`config.mk`:
```
export PLATFORM = sky130hd
export DESIGN_NAME = mad_ram
export DESIGN_NICKNAME = d
export VERILOG_FILES = /design/src/rtl/mad_pkg.sv /design/src/rtl/mad_ram.sv
export SDC_FILE = /design/constraint.sdc
export NUM_CORES = 2
export LEC_CHECK = 0
export ABC_AREA = 1
export ABC_CLOCK_PERIOD_IN_PS = 5800
export BUFFER_PORTS_ARGS = -buffer_cell sky130_fd_sc_hd__buf_2
export CAP_MARGIN = 20
export CORE_MARGIN = 8
export CORE_UTILIZATION = 40
export CTS_BUF_LIST = sky130_fd_sc_hd__clkbuf_4 sky130_fd_sc_hd__clkbuf_8
export DETAILED_ROUTE_END_ITERATION = 10
export HOLD_SLACK_MARGIN = 0.03
export PLACE_DENSITY_LB_ADDON = 0.2
export SKIP_CTS_REPAIR_TIMING = 1
export SLEW_MARGIN = 5
export SYNTH_ARGS = -nofsm -noshare
export SYNTH_HDL_FRONTEND = slang
export SYNTH_SLANG_ARGS = --single-unit
```
`constraint.sdc`:
```
create_clock -name aclk -period 5.8 [get_ports aclk]
set_input_delay 0.58 -clock aclk [delete_from_list [all_inputs] [get_ports aclk]]
set_output_delay 0.58 -clock aclk [all_outputs]
set_load 0.02 [all_outputs]
```
`src/rtl/mad_pkg.sv`:
```
package mad_pkg;

    // Default sizes
    localparam int ARRAYS_DEF     = 64;
    localparam int MAX_DIMS_DEF   = 16;
    localparam int ADDR_WIDTH_DEF = 32;

    // Multiplier digit width (bits of the second operand per cycle)
    localparam int DIGIT_W = 16;

    // Beat opcodes
    typedef enum logic [1:0] {
        MODE_DEFINE = 2'd0,
        MODE_BOUNDS = 2'd1,
        MODE_INDEX  = 2'd2
    } mode_t;

    // Input beat
    typedef struct packed {
        logic [1:0]         mode;
        logic [5:0]         array_id;
        logic signed [31:0] base;
        logic [15:0]        elem_size;
        logic [4:0]         dims;
        logic [4:0]         dim_index;
        logic signed [31:0] lower;
        logic signed [31:0] upper;
        logic signed [31:0] index_value;
    } in_beat_t;

    // Result beat
    typedef struct packed {
        logic signed [31:0] address;
        logic [5:0]         result_array;
    } out_beat_t;

    // Sequencer states
    typedef enum logic [2:0] {
        ST_IDLE,
        ST_START,
        ST_MAC,
        ST_SCALE,
        ST_EMIT
    } state_t;

    // Multiplier command
    typedef struct packed {
        logic start;
        logic single;   // one digit only (element size multiply)
    } mul_ctrl_t;

    // Reduce a 6-bit id modulo n by restoring compare-subtract steps
    function automatic logic [5:0] id_reduce(logic [5:0] v, int n);
        int r;
        r = int'(v);
        for (int k = 5; k >= 0; k--) begin
            if (r >= (n << k)) begin
                r = r - (n << k);
            end
        end
        return 6'(r);
    endfunction

endpackage

```
`src/rtl/mad_ram.sv`:
```
module mad_ram #(
    parameter int WIDTH  = mad_pkg::ADDR_WIDTH_DEF,
    parameter int DEPTH  = mad_pkg::ARRAYS_DEF,
    parameter int ADDR_W = $clog2(mad_pkg::ARRAYS_DEF)
) (
    input  logic              aclk,
    input  logic              wr_en,
    input  logic [ADDR_W-1:0] wr_addr,
    input  logic [WIDTH-1:0]  wr_data,
    input  logic              rd_en,
    input  logic [ADDR_W-1:0] rd_addr,
    output logic [WIDTH-1:0]  rd_data
);

    logic [WIDTH-1:0] mem [DEPTH];
    logic [WIDTH-1:0] rd_data_reg;

    // Write port
    always_ff @(posedge aclk) begin
        if (wr_en) begin
            mem[wr_addr] <= wr_data;
        end
    end

    // Registered read port, holds until the next read
    always_ff @(posedge aclk) begin
        if (rd_en) begin
            rd_data_reg <= mem[rd_addr];
        end
    end

    assign rd_data = rd_data_reg;

endmodule

```
==> flow_metrics.tcl <==
set metrics [dict create \
    outcome "completed" \
    slowest_stage "buf_4" \
    hpwl_um 134000 \
    arrival_ps 3800 \
    drt_wl_total_um 257000 \
    finalPower_w 0.0311 \
    cp-end-kind "flip-flop" \
    hold_class "input port to flip-flop" \
    r2r_start "mem[33][23]" \
    drt_iter0_drc 6023 \
    cp_top_family "buffers and inverters" \
    gp_congestion 0.800 \
    whs_endpoint "mem[30][27]" \
    yosysWarningCount 0 \
    finalHoldViolations 0 \
    worst-path-buf-inv 3 \
    rrSetupSlack_ps 3820 \
    ys_ff_latch 2080 \
    antenna_found_initial 14 \
    clock_latency_ps 1040 \
    core_um2 207000 \
    syn2layout_area_growth_pct 12.6 \
    setup_tns_ps 0 \
    drive_gt1_frac 0.117 \
    tightest_slew_ps 1060 \
    crit_path_start_kind "input port" \
    slew_headroom 0.288 \
    crit_chain "buf_8, inv_16, buf_4, nand2_1, nand3_1, nand3_1, nand2_1, nand2_1, nand3_1, nand3_1, nand2_1" \
    dieArea_um2 222000 \
    ys_seq_area_frac 0.752 \
    min_path_cells 1 \
    fin_cells 9885 \
    row_count 167 \
    cp_data_required_time_ps 6690 \
    path_class "input port to flip-flop" \
    nNetsFinal 6974 \
    grt_max_degree 174 \
    wl_met1_um 107000 \
    cts_num_sinks 2080 \
    worstReg2RegEnd "rd_data[23]" \
    overflow 0 \
    rsz0062_at_grt "no" \
    dp_cells 9277 \
    p_leak_nw 32.8 \
    grt_pass1_vias 51900 \
    io-pin-count 79 \
    ir_drop_mv 0.238 \
    grt_usage 0.223 \
    min_from "wr_data[27]" \
    drtPass1Iterations 6 \
    post_synth.cell_area_avg_um2 12.3 \
    r2r_cells 8 \
    clkTransAtPathRegs_ps 60 \
    wl_met2_um 121000 \
    largest_reg_flops 2048 \
    setup_viol 0 \
    slowest_delay_ps 800 \
    crit_fanout 173 \
    grt_pass1_wl_um 369000 \
    h-tree-depth 5 \
    max_freq_mhz 344 \
    io_buffers 78 \
    p_per_area_nw_per_um2 332 \
    die_y_um 472 \
    cts_tree "done" \
    wl_met3_um 18800 \
    vias 54400 \
    cts_root_buf "clkbuf_8" \
    syn-instance-count 6769 \
    wl_per_cell_um 26.0 \
    vias_per_cell 5.50 \
    cts_buffers 351 \
    syn_nets 6816 \
    dr.max_layer_used "met4" \
    route.detailed.drc 0 \
    fin_skew_ps 73.2 \
    worst-path-stages 11 \
    die_width_um 472 \
    synth_cell_types 15 \
    cts.path.max_buffers 4 \
    initial_core_util 0.402 \
    cap_viol_max_count 0 \
    min_period_ps 2910 \
    fillers 18800 \
    synth.cell_area_um2 83100 \
    fin_crit_sh 0.502 \
    drv_slew 0 \
    ant_nets 0 \
]
[power by group]
part	switching, W	total [W]	leakage (nW)	internal [W]
clock network	0.00579	0.0123	3.39	0.00654
logic	0.00157	0.00202	10.6	0.000449
registers	0.0000547	0.0167	18.7	0.0167
[cell usage after synthesis (all sizes together)]
cell    instances  area share
clkbuf         77      0.0035
nor4            8     0.00060
nor2           56      0.0025
nand2        2248        0.10
edfxtp       2080        0.75
nand3        1907        0.11
buf           372       0.024
nand4           9     0.00068
inv            12     0.00057
[cell families (layout without fill, tap and decap cells)]
family | after synthesis | in the layout | synth area share
buffers and inverters | 461 | 858 | 0.0277
DFF | 2080 | 2080 | 0.752
other | 0 | 15 | 0
and+or+nand+nor | 4228 | 4228 | 0.220
[through the flow]
stage | util | worst slack, ps | hold WS [ps] | instance area, um2
after floorplan | - | 1090 | 679 | 83100
after global placement | 0.419 | 1880 | 911 | 86600
after detailed placement | 0.421 | 1870 | 913 | 87100
after CTS | 0.452 | 3000 | 113 | 93500
after global routing | 0.452 | 2820 | 142 | 93500
final | 0.452 | 2890 | 189 | 93600
[placed cells by master (no fill, tap or decap)]
cell type      n
buf_4        131
clkinv_2      23
inv_8          2
inv_16         1
edfxtp_1    2080
nand3_1     1907
clkinvlp_4     3
nor2_4        56
bufinv_16      1
diode_2       15
buf_12        33
nor4_2         8
buf_6          1
buf_2         70
nand4_1        9
inv_2          1
clkbuf_8     359
nand2_1     2248
inv_6          1
clkbuf_4     126
buf_8          5
inv_1          6
buf_16        14
clkinv_1      81
[layout make-up]
cell class	instances	area, um2	area share
flip-flops and latches	2080	62500	0.668
multi-input cells	4228	18800	0.201
clock buffers	485	5890	0.0629
well taps	2704	3380	0.0362
repair buffers	254	2470	0.0264
clock inverters	107	467	0.00499
inverters	12	82.6	0.000883
diodes	15	37.5	0.000401
[how the worst max path moves through the flow]
stage | from | to | slack [ps]
finish | rd_addr[0] | rd_data[17] | 2890
global route | rd_addr[0] | rd_data[17] | 2820
CTS | rd_addr[0] | rd_data[17] | 3000
detailed placement | rd_addr[0] | rd_data[17] | 1870
global placement | rd_addr[1] | rd_data[17] | 1880
floorplan | wr_en | mem[48][0] | 1090
[metal layers]
| layer | GRT usage | up-vias |
|---|---|---|
| met3 | 0.0384 | 435 |
| met5 | 0 | - |
| met1 | 0.306 | 27100 |
| met4 | 0.0828 | 0 |
| met2 | 0.358 | 2271 |
| li1 | - | 24500 |
Power figures use the tool's default switching activity.
