[src/rtl/mad_pkg.sv]
package mad_pkg;

    // Default sizes
    localparam int ARRAYS_DEF     = 64;
    localparam int MAX_DIMS_DEF   = 16;
    localparam int ADDR_WIDTH_DEF = 32;

    // Multiplier digit width (bits of the second operand per cycle)
    localparam int DIGIT_W = 16;

    // Beat opcodes
    typedef enum logic [1:0] {
        MODE_DEFINE = 2'd0,
        MODE_BOUNDS = 2'd1,
        MODE_INDEX  = 2'd2
    } mode_t;

    // Input beat
    typedef struct packed {
        logic [1:0]         mode;
        logic [5:0]         array_id;
        logic signed [31:0] base;
        logic [15:0]        elem_size;
        logic [4:0]         dims;
        logic [4:0]         dim_index;
        logic signed [31:0] lower;
        logic signed [31:0] upper;
        logic signed [31:0] index_value;
    } in_beat_t;

    // Result beat
    typedef struct packed {
        logic signed [31:0] address;
        logic [5:0]         result_array;
    } out_beat_t;

    // Sequencer states
    typedef enum logic [2:0] {
        ST_IDLE,
        ST_START,
        ST_MAC,
        ST_SCALE,
        ST_EMIT
    } state_t;

    // Multiplier command
    typedef struct packed {
        logic start;
        logic single;   // one digit only (element size multiply)
    } mul_ctrl_t;

    // Reduce a 6-bit id modulo n by restoring compare-subtract steps
    function automatic logic [5:0] id_reduce(logic [5:0] v, int n);
        int r;
        r = int'(v);
        for (int k = 5; k >= 0; k--) begin
            if (r >= (n << k)) begin
                r = r - (n << k);
            end
        end
        return 6'(r);
    endfunction

endpackage

[src/rtl/mad_mul.sv]
module mad_mul #(
    parameter int ADDR_WIDTH = mad_pkg::ADDR_WIDTH_DEF
) (
    input  logic                  aclk,
    input  logic                  aresetn,
    input  mad_pkg::mul_ctrl_t    ctrl,
    input  logic [ADDR_WIDTH-1:0] op_a,
    input  logic [ADDR_WIDTH-1:0] op_b,
    output logic                  done,
    output logic [ADDR_WIDTH-1:0] product
);

    localparam int DW    = mad_pkg::DIGIT_W;
    localparam int NDIG  = (ADDR_WIDTH + DW - 1) / DW;
    localparam int CNT_W = $clog2(NDIG + 1);

    logic [ADDR_WIDTH-1:0] a_reg;
    logic [ADDR_WIDTH-1:0] b_reg;
    logic [ADDR_WIDTH-1:0] p_reg;
    logic [CNT_W-1:0]      left_reg;
    logic                  busy_reg;
    logic                  done_reg;

    // Digit counter and status
    always_ff @(posedge aclk) begin
        if (!aresetn) begin
            busy_reg <= 1'b0;
            done_reg <= 1'b0;
            left_reg <= '0;
        end else begin
            done_reg <= 1'b0;
            if (ctrl.start) begin
                busy_reg <= 1'b1;
                left_reg <= ctrl.single ? CNT_W'(1) : CNT_W'(NDIG);
            end else if (busy_reg) begin
                left_reg <= left_reg - CNT_W'(1);
                if (left_reg == CNT_W'(1)) begin
                    busy_reg <= 1'b0;
                    done_reg <= 1'b1;
                end
            end
        end
    end

    // Shift-and-accumulate datapath, one digit of op_b per cycle, low bits kept
    always_ff @(posedge aclk) begin
        if (ctrl.start) begin
            a_reg <= op_a;
            b_reg <= op_b;
            p_reg <= '0;
        end else if (busy_reg) begin
            p_reg <= p_reg + ADDR_WIDTH'(a_reg * b_reg[DW-1:0]);
            a_reg <= a_reg << DW;
            b_reg <= b_reg >> DW;
        end
    end

    assign done    = done_reg;
    assign product = p_reg;

endmodule

[config.mk]
export PLATFORM = sky130hd
export DESIGN_NAME = mad_mul
export DESIGN_NICKNAME = d
export VERILOG_FILES = /design/src/rtl/mad_pkg.sv /design/src/rtl/mad_mul.sv
export SDC_FILE = /design/constraint.sdc
export NUM_CORES = 1
export LEC_CHECK = 0
export BUFFER_PORTS_ARGS = -buffer_cell sky130_fd_sc_hd__buf_2
export CAP_MARGIN = 15
export CORE_MARGIN = 2
export CORE_UTILIZATION = 25
export DETAILED_ROUTE_END_ITERATION = 10
export PLACE_DENSITY = 0.5
export SYNTH_ARGS = -nofsm -noshare
export SYNTH_HDL_FRONTEND = slang
export SYNTH_SLANG_ARGS = --single-unit
[constraint.sdc]
create_clock -name aclk -period 9.25 [get_ports aclk]
set_input_delay 1.3875 -clock aclk [delete_from_list [all_inputs] [get_ports aclk]]
set_output_delay 1.3875 -clock aclk [all_outputs]
set_load 0.02 [all_outputs]
==> results_dict.tcl, run 1 <==
set metrics [dict create \
    status "completed" \
    clock_sink_count 100 \
    vias_per_cell 4.28 \
    synth-seq-cells 100 \
    critical_path.max_fanout 25 \
    die_area_mm2 0.0665 \
    effective_utilization_at_floorplan 0.251 \
    startpoint_type "register" \
    clock_path_buffers 2 \
    synth-edff-count 64 \
    path_buf_inv 5 \
    via_count_of_the_first_global_routing_pass 12200 \
    grt_setup_unrepaired "false" \
    holdBufCountCts 0 \
    initial_antenna_violation_count 2 \
    portBuffers 100 \
    timing.critical_path.cells "nand2_1 > fa_1 > inv_1 > fa_1 > inv_1 > fa_1 > inv_1 > fa_1 > fa_1 > inv_1 > fa_1 > inv_1 > ha_1 > and3_1 > nand4_1 > o21ai_0 > a21oi_1 > a21oi_1 > nand4_1 > o311a_1" \
    fill_cells 6801 \
    cp_common_cell "sky130_fd_sc_hd__fa_1" \
    timing.hold.worst.class "register to register" \
    clkSlewWorstSetupHoldPaths_ns 0.09 \
    synth-seq-area-share 0.164 \
    nNetsFinal 2225 \
    path_class "register to register" \
    synthDistinctLibCells 57 \
    yosys-top-cells-area "sky130_fd_sc_hd__fa_1 (41%), sky130_fd_sc_hd__edfxtp_1 (12%), sky130_fd_sc_hd__inv_1 (10%)" \
    timing.final.setup_violations 0 \
    critical_path_arrival_ns 7.22 \
    num_vias 11200 \
    cts_tree "done" \
    relSlewSlack 0.323 \
    route.detailed.drc 0 \
    timing.final.crit_period_ns 6.92 \
    detail_route.wl_per_cell_um 17.2 \
    wire_length_of_the_first_global_routing_pass_um 72100 \
    maxClockFrequency_mhz 145 \
    timing.final.max_slew_violations 0 \
    grt_max_degree 64 \
    root_buffer "sky130_fd_sc_hd__clkbuf_16" \
    post_cts.repair.setup_buffers 0 \
    globalRouteTotalUtil 0.141 \
    critPathTopFamily "adder cells" \
    yosysWarningCount 0 \
    cts-resized-gates 0 \
    postSynthNetCount 2168 \
    critPathRequiredTime_ns 9.55 \
    final_antenna_net_count 0 \
    max_slew.worst_pin.slew_ns 1.02 \
    ff_latch_area_mm2 0.00264 \
    setup-tns-final_ns 0 \
    worstSetupEndpointType "register" \
    cts-buffers-inserted 9 \
    die_y_um 258 \
    cap_violations 0 \
    htree_num_levels 3 \
    critical-path-slowest-cell "sky130_fd_sc_hd__edfxtp_1" \
    slowest_delay_ns 0.98 \
    globalRouteOverflowTotal 0 \
    die_x_um 258 \
    area_growth_syn_to_layout_pct 10.7 \
    period_share 0.748 \
    detail_route.first_pass.iterations 5 \
    fin_skew_ns 0.0214 \
    synthArstFlopShare 0 \
    antenna_cells 0 \
    synth_ff_type "sky130_fd_sc_hd__edfxtp_1" \
    place.detailed.hpwl_um 35700 \
    final_wirelength_um 45000 \
    most_numerous_cell_in_the_yosys_netlist "sky130_fd_sc_hd__inv_1" \
    post_synth_most_frequent_cells "sky130_fd_sc_hd__inv_1 (430), sky130_fd_sc_hd__fa_1 (334), sky130_fd_sc_hd__nand2_1 (244), sky130_fd_sc_hd__and2_1 (196)" \
    core-area_mm2 0.0641 \
    drive_gt1_frac 0.0989 \
    globalplace.congestion 0.831 \
    syn-instance-count 1697 \
    syn_area_mm2 0.0161 \
    hold_viol 0 \
    synthesis.area_per_instance_um2 9.50 \
    rows 93 \
    insertion_delay_ns 0.41 \
    multi_input_area_mm2 0.0116 \
    detail_route.iter0.violations 584 \
    io-pin-count 101 \
    synth_largest_type_area_fraction 0.415 \
    synth_top_area_cell "sky130_fd_sc_hd__fa_1" \
]
==> logic make-up (layout without fill, tap and decap cells) <==
kind of cell	Yosys count	after routing	share of synthesized area
compound gates	100	100	0.0405
xor+xnor	50	50	0.0285
fa+ha+maj	403	403	0.468
buf+inv	503	565	0.118
flops	100	100	0.164
mux	45	45	0.0304
simple gates	496	496	0.151
==> stage by stage <==
stage                     hold slack [ns]  std cells  area (um^2)  setup WS (ns)   util
after floorplan                     0.525       1697        16100           3.18      -
after global placement              0.503       2598        17500           2.41  0.274
after detailed placement            0.513       2598        17500           2.29  0.274
after CTS                           0.533       2614        17800           2.26  0.278
after global routing                0.562       2614        17800           1.99  0.278
final                               0.523       2614        17800           2.33  0.278
==> area by class of cell <==
cell class | count | share of cell area
Sequential cell | 100 | 0.148
Inverter | 431 | 0.0907
Tap cell | 855 | 0.0599
Clock buffer | 9 | 0.0126
Clock inverter | 7 | 0.00414
Timing Repair Buffer | 118 | 0.0358
Multi-Input combinational cell | 1094 | 0.649
==> cell usage in the layout, fill, tap and decap left out, drive strengths merged, types with 4 or more instances in the layout <==
cell type  synthesis  layout
edfxtp            64      64
clkinv             1       5
and3               7       7
inv              430     433
nand3              5       5
mux2              32      32
o21ai             19      19
dfxtp             36      36
nand2            244     244
o21bai             4       4
fa               334     334
and2             196     196
nor2              30      30
a21o               4       4
a21oi             28      28
nor2b              4       4
o211ai             4       4
xor2              14      14
mux2i             13      13
xnor2             35      35
ha                69      69
buf                3     118
a211oi             8       8
o22ai              9       9
clkbuf            69       9
o21a               4       4
==> worst register-to-register path, stage by stage (launching register included) <==
cell                       delay, ns
sky130_fd_sc_hd__edfxtp_1       0.98
sky130_fd_sc_hd__nand2_1        0.20
sky130_fd_sc_hd__fa_1           0.59
sky130_fd_sc_hd__inv_1          0.07
sky130_fd_sc_hd__fa_1           0.51
sky130_fd_sc_hd__inv_1          0.06
sky130_fd_sc_hd__fa_1           0.53
sky130_fd_sc_hd__inv_1          0.05
sky130_fd_sc_hd__fa_1           0.44
sky130_fd_sc_hd__fa_1           0.50
sky130_fd_sc_hd__inv_1          0.05
sky130_fd_sc_hd__fa_1           0.47
sky130_fd_sc_hd__inv_1          0.04
sky130_fd_sc_hd__ha_1           0.34
sky130_fd_sc_hd__and3_1         0.24
sky130_fd_sc_hd__nand4_1        0.17
sky130_fd_sc_hd__o21ai_0        0.78
sky130_fd_sc_hd__a21oi_1        0.24
sky130_fd_sc_hd__a21oi_1        0.29
sky130_fd_sc_hd__nand4_1        0.12
sky130_fd_sc_hd__o311a_1        0.14
==> layer usage <==
metal / wire length, um / global-route usage / vias to the layer above
li1: - / - / 5081
met1: 20300 / 0.189 / 5802
met2: 22100 / 0.241 / 261
met3: 1980 / 0.0218 / 36
met4: 600 / 0.0295 / 4
met5: 22 / 0 / -
==> path summary, 6_finish.rpt <==
| kind | slack [ns] | endpoint | cells after the start | start |
|---|---|---|---|---|
| min | 0.52 | product[5] | 2 | product[5] |
| min reg2reg | 0.52 | product[5] | 2 | product[5] |
| max | 2.33 | product[31] | 20 | b_reg[7] |
| max reg2reg | 2.33 | product[31] | 20 | b_reg[7] |
Power of run 1 is left out: the tool's default activity adds up to more than one toggle a clock period on the data nets, which glitch-free logic cannot reach.
==> run 2: changes to the inputs <==
- PLACE_DENSITY: 0.5 -> 0.51
- clock period: 9.25 -> 6 ns (I/O delays scaled with it)
==> results_dict.tcl, run 2 (synthesis results as in run 1) <==
set metrics [dict create \
    status "completed" \
    fin_skew_ns 0.0155 \
    timing.final.crit_period_ns 5.99 \
    clkSlewWorstSetupHoldPaths_ns 0.09 \
    critPathLaunch "a_reg[6]" \
    globalRouteTotalUtil 0.148 \
    maxClockFrequency_mhz 167 \
    htree_num_levels 3 \
    final_wirelength_um 48100 \
    via_count_of_the_first_global_routing_pass 12900 \
    hold_viol 0 \
    final_common_cell "sky130_fd_sc_hd__inv_1" \
    vias_per_cell 4.20 \
    area_growth_syn_to_layout_pct 23.6 \
    timing.final.max_slew_violations 0 \
    num_vias 11700 \
    globalRouteOverflowTotal 0 \
    max_slew.worst_pin.slew_ns 0.858 \
    detail_route.wl_per_cell_um 17.2 \
    rows 93 \
    insertion_delay_ns 0.39 \
    launch_point_of_the_worst_reg_to_reg_path "a_reg[6]" \
    crit_end "product[31]" \
    io-pin-count 101 \
    globalRouteMet3Util 0.0192 \
    route.detailed.drc 0 \
    clock_sink_count 100 \
    grt_busiest_layer "met2" \
    worstHoldStart "product[4]" \
    grt_max_degree 61 \
    most-common-layout-cells "sky130_fd_sc_hd__inv_1 (416), sky130_fd_sc_hd__fa_1 (316), sky130_fd_sc_hd__nand2_1 (239)" \
    antenna_cells 0 \
    cts-buffers-inserted 9 \
    reg2reg_slack_ns 0.01 \
    effective_utilization_at_floorplan 0.251 \
    die_x_um 258 \
    critPathRequiredTime_ns 6.28 \
    cts_tree "done" \
    portBuffers 100 \
    timing.hold.worst.class "register to register" \
    root_buffer "sky130_fd_sc_hd__clkbuf_16" \
    path_class "register to register" \
    slowest_delay_ns 0.54 \
    cap_violations 0 \
    cp_common_cell "sky130_fd_sc_hd__fa_1" \
    final_antenna_net_count 0 \
    grt_setup_unrepaired "true" \
    detail_route.first_pass.iterations 5 \
    clock_path_buffers 2 \
    place.detailed.hpwl_um 39000 \
    nNetsFinal 2410 \
    critical_path.max_fanout 7 \
    holdBufCountCts 0 \
    period_share 0.998 \
    globalplace.congestion 0.862 \
    die_area_mm2 0.0665 \
    critical_path_arrival_ns 6.27 \
    relSlewSlack 0.428 \
    timing.final.setup_violations 0 \
    timing.critical_path.cells "buf_6 > buf_4 > and2_1 > fa_1 > fa_1 > fa_1 > fa_1 > fa_1 > inv_1 > fa_1 > inv_1 > ha_4 > buf_4 > and2_1 > and3_4 > nand2_1 > nor2_2 > a21oi_2 > a21oi_1 > nand4_1 > o311a_1" \
    worst_r2r_path_depth 21 \
    wire_length_of_the_first_global_routing_pass_um 75500 \
    drive_gt1_frac 0.225 \
    critical-path-slowest-cell "sky130_fd_sc_hd__fa_1" \
    setup-tns-final_ns 0 \
    initial_antenna_violation_count 0 \
    reg2reg_to "product[31]" \
    startpoint_type "register" \
    met2_usage 0.249 \
    worstSetupEndpointType "register" \
    fill_cells 6621 \
    grt_util_met1 0.201 \
    detail_route.iter0.violations 608 \
    core-area_mm2 0.0641 \
    die_y_um 258 \
]
run 2: final cells by class:
| cell class | instances | area (um^2) | share of cell area |
|---|---|---|---|
| clock buffers | 10 | 229 | 0.0115 |
| well taps | 855 | 1070 | 0.0537 |
| flip-flops and latches | 100 | 2640 | 0.133 |
| clock inverters | 6 | 67.6 | 0.00339 |
| repair buffers | 303 | 2320 | 0.117 |
| multi-input cells | 1094 | 12000 | 0.601 |
| inverters | 431 | 1620 | 0.0813 |
run 2: through the flow:
step / worst slack (ns) / hold WS, ns / util / area, um^2 / cells
final: 0.0117 / 0.515 / 0.311 / 19900 / 2799
after global routing: -0.197 / 0.545 / 0.311 / 19900 / 2799
after CTS: -0.0175 / 0.525 / 0.304 / 19500 / 2778
after detailed placement: -0.181 / 0.517 / 0.292 / 18700 / 2732
after global placement: -0.0872 / 0.500 / 0.292 / 18700 / 2732
after floorplan: 0.0247 / 0.525 / - / 16100 / 1697
run 2: worst max-delay path, delay by kind of cell, from the launching register on:
kind / cells / cell delay (ns)
adders and majority gates: 7 / 3.27
and+or+nand+nor: 6 / 1.01
buffers and inverters: 5 / 0.56
AOI/OAI and AO/OA: 3 / 0.53
DFF: 1 / 0.49
run 2: how the worst min path moves through the flow:
stage	end	slack (ns)	depth (start not counted)
floorplan	b_reg[0]	0.52	1
CTS	product[4]	0.53	2
global placement	product[4]	0.50	2
global route	product[4]	0.54	2
detailed placement	product[4]	0.52	2
finish	product[4]	0.52	2
run 2: routing by layer:
layer / part of all wire / vias up
met4: 0.019 / 0
met5: 0 / -
met1: 0.45 / 5979
met3: 0.042 / 35
li1: - / 5462
met2: 0.48 / 272
run 2: repair_timing:
item                                    CTS  global route
endpoints found under the setup margin   12            14
cloned                                    0             2
setup buffers                            32            20
pin swaps                                23            40
gates resized for setup                  50            72
Power of run 2 is left out for the same reason.
==> run 3: changes to the inputs <==
- BUFFER_PORTS_ARGS: -buffer_cell sky130_fd_sc_hd__buf_2 -> unset
- DONT_BUFFER_PORTS: unset -> 1
- PLACE_DENSITY: 0.51 -> 0.48
- clock period: 6 -> 7.2 ns (I/O delays scaled with it)
==> results_dict.tcl, run 3 (synthesis results as in run 1) <==
set metrics [dict create \
    critical_path.max_fanout 20 \
    critPathLaunch "b_reg[1]" \
    setup-tns-final_ns 0 \
    htree_num_levels 3 \
    insertion_delay_ns 0.39 \
    critPathTopFamily "adder cells" \
    rows 93 \
    num_vias 10700 \
    maxClockFrequency_mhz 149 \
    critPathRequiredTime_ns 7.54 \
    timing.final.crit_period_ns 6.72 \
    holdBufCountCts 0 \
    period_share 0.933 \
    nNetsFinal 2140 \
    globalplace.congestion 0.822 \
    relSlewSlack 0.305 \
    clkSlewWorstSetupHoldPaths_ns 0.10 \
    die_y_um 258 \
    route.met2.wl_um 21300 \
    clock_path_buffers 2 \
    fin_skew_ns 0.0188 \
    post_cts.repair.setup_buffers 0 \
    effective_utilization_at_floorplan 0.251 \
    startpoint_type "register" \
    root_buffer "sky130_fd_sc_hd__clkbuf_16" \
    cts-resized-gates 0 \
    cp_common_cell "sky130_fd_sc_hd__fa_1" \
    critical-path-slowest-cell "sky130_fd_sc_hd__edfxtp_1" \
    timing.final.max_slew_violations 0 \
    portBuffers 0 \
    place.detailed.hpwl_um 36900 \
    die_x_um 258 \
    met3_length_um 2430 \
    clock_sink_count 100 \
    core-area_mm2 0.0641 \
    globalRouteTotalUtil 0.142 \
    area_growth_syn_to_layout_pct 8.49 \
    max_slew.worst_pin.slew_ns 1.04 \
    timing.hold.worst.class "register to register" \
    slowest_delay_ns 0.99 \
    critical_path_arrival_ns 7.05 \
    cap_violations 0 \
    globalRouteOverflowTotal 0 \
    timing.final.setup_violations 0 \
    fill_cells 6784 \
    wire_length_of_the_first_global_routing_pass_um 72000 \
    via_count_of_the_first_global_routing_pass 11800 \
    final_wirelength_um 45600 \
    path_buf_inv 4 \
    grt_setup_unrepaired "false" \
    launch_point_of_the_worst_reg_to_reg_path "b_reg[1]" \
    final_antenna_net_count 0 \
    path_class "register to register" \
    numPlacedInstances 2513 \
    topRoutingLayerUsed "met5" \
    io-pin-count 101 \
    detail_route.iter0.violations 579 \
    vias_per_cell 4.23 \
    hold_viol 0 \
    m1WireLength_um 21100 \
    final_common_cell "sky130_fd_sc_hd__inv_1" \
    route.detailed.drc 0 \
    status "completed" \
    most-common-layout-cells "sky130_fd_sc_hd__inv_1 (429), sky130_fd_sc_hd__fa_1 (334), sky130_fd_sc_hd__nand2_1 (244)" \
    worstHoldStart "b_reg[19]" \
    drive_gt1_frac 0.0532 \
    worstSetupEndpointType "register" \
    cts-buffers-inserted 9 \
    detail_route.wl_per_cell_um 18.0 \
    initial_antenna_violation_count 7 \
    grt_max_degree 89 \
    cts_tree "done" \
    timing.critical_path.cells "buf_4 > nand2_1 > fa_1 > fa_1 > fa_1 > inv_1 > fa_1 > fa_1 > inv_1 > fa_1 > inv_1 > ha_1 > and3_1 > and3_1 > a21oi_1 > o211ai_2 > a221o_1 > a21oi_1 > or4_1 > nand3_1" \
    detail_route.first_pass.iterations 5 \
    die_area_mm2 0.0665 \
    final-instance-count-excl-fill 2530 \
]
-- run 3: worst register-to-register path, cell delays in order (launching register included) --
cell,delay [ns]
sky130_fd_sc_hd__edfxtp_1,0.99
sky130_fd_sc_hd__buf_4,0.30
sky130_fd_sc_hd__nand2_1,0.10
sky130_fd_sc_hd__fa_1,0.54
sky130_fd_sc_hd__fa_1,0.47
sky130_fd_sc_hd__fa_1,0.42
sky130_fd_sc_hd__inv_1,0.08
sky130_fd_sc_hd__fa_1,0.44
sky130_fd_sc_hd__fa_1,0.55
sky130_fd_sc_hd__inv_1,0.05
sky130_fd_sc_hd__fa_1,0.47
sky130_fd_sc_hd__inv_1,0.04
sky130_fd_sc_hd__ha_1,0.36
sky130_fd_sc_hd__and3_1,0.20
sky130_fd_sc_hd__and3_1,0.18
sky130_fd_sc_hd__a21oi_1,0.09
sky130_fd_sc_hd__o211ai_2,0.53
sky130_fd_sc_hd__a221o_1,0.30
sky130_fd_sc_hd__a21oi_1,0.09
sky130_fd_sc_hd__or4_1,0.40
sky130_fd_sc_hd__nand3_1,0.09
-- run 3: path summary, 6_finish.rpt --
kind	cells past startpoint	end	slack [ns]
hold / removal	1	b_reg[3]	0.55
setup / recovery	20	product[24]	0.48
setup reg to reg	20	product[24]	0.48
hold reg to reg	1	b_reg[3]	0.55
-- run 3: metrics by stage --
| stage | worst slack [ns] | hold slack (ns) | util | cell area (um^2) |
|---|---|---|---|---|
| finish | 0.483 | 0.552 | 0.273 | 17500 |
| global route | 0.121 | 0.565 | 0.273 | 17500 |
| floorplan | 1.13 | 0.525 | - | 16100 |
| global placement | 0.475 | 0.531 | 0.268 | 17200 |
| CTS | 0.421 | 0.559 | 0.273 | 17500 |
| detailed placement | 0.421 | 0.534 | 0.268 | 17200 |
-- run 3: layout make-up --
type,count,area [um^2],area share
multi-input cells,1094,11600,0.662
flip-flops and latches,100,2640,0.151
inverters,431,1620,0.0926
well taps,855,1070,0.0612
repair buffers,33,260,0.0149
clock buffers,9,225,0.0129
clock inverters,7,91.3,0.00522
diodes,1,2.50,0.000143
-- run 3: per-layer routing --
layer	GRT usage	vias to the layer above
met2	0.233	233
met5	0	-
met3	0.0286	54
met4	0.0275	10
met1	0.195	5487
li1	-	4915
Power of run 3 is left out for the same reason.
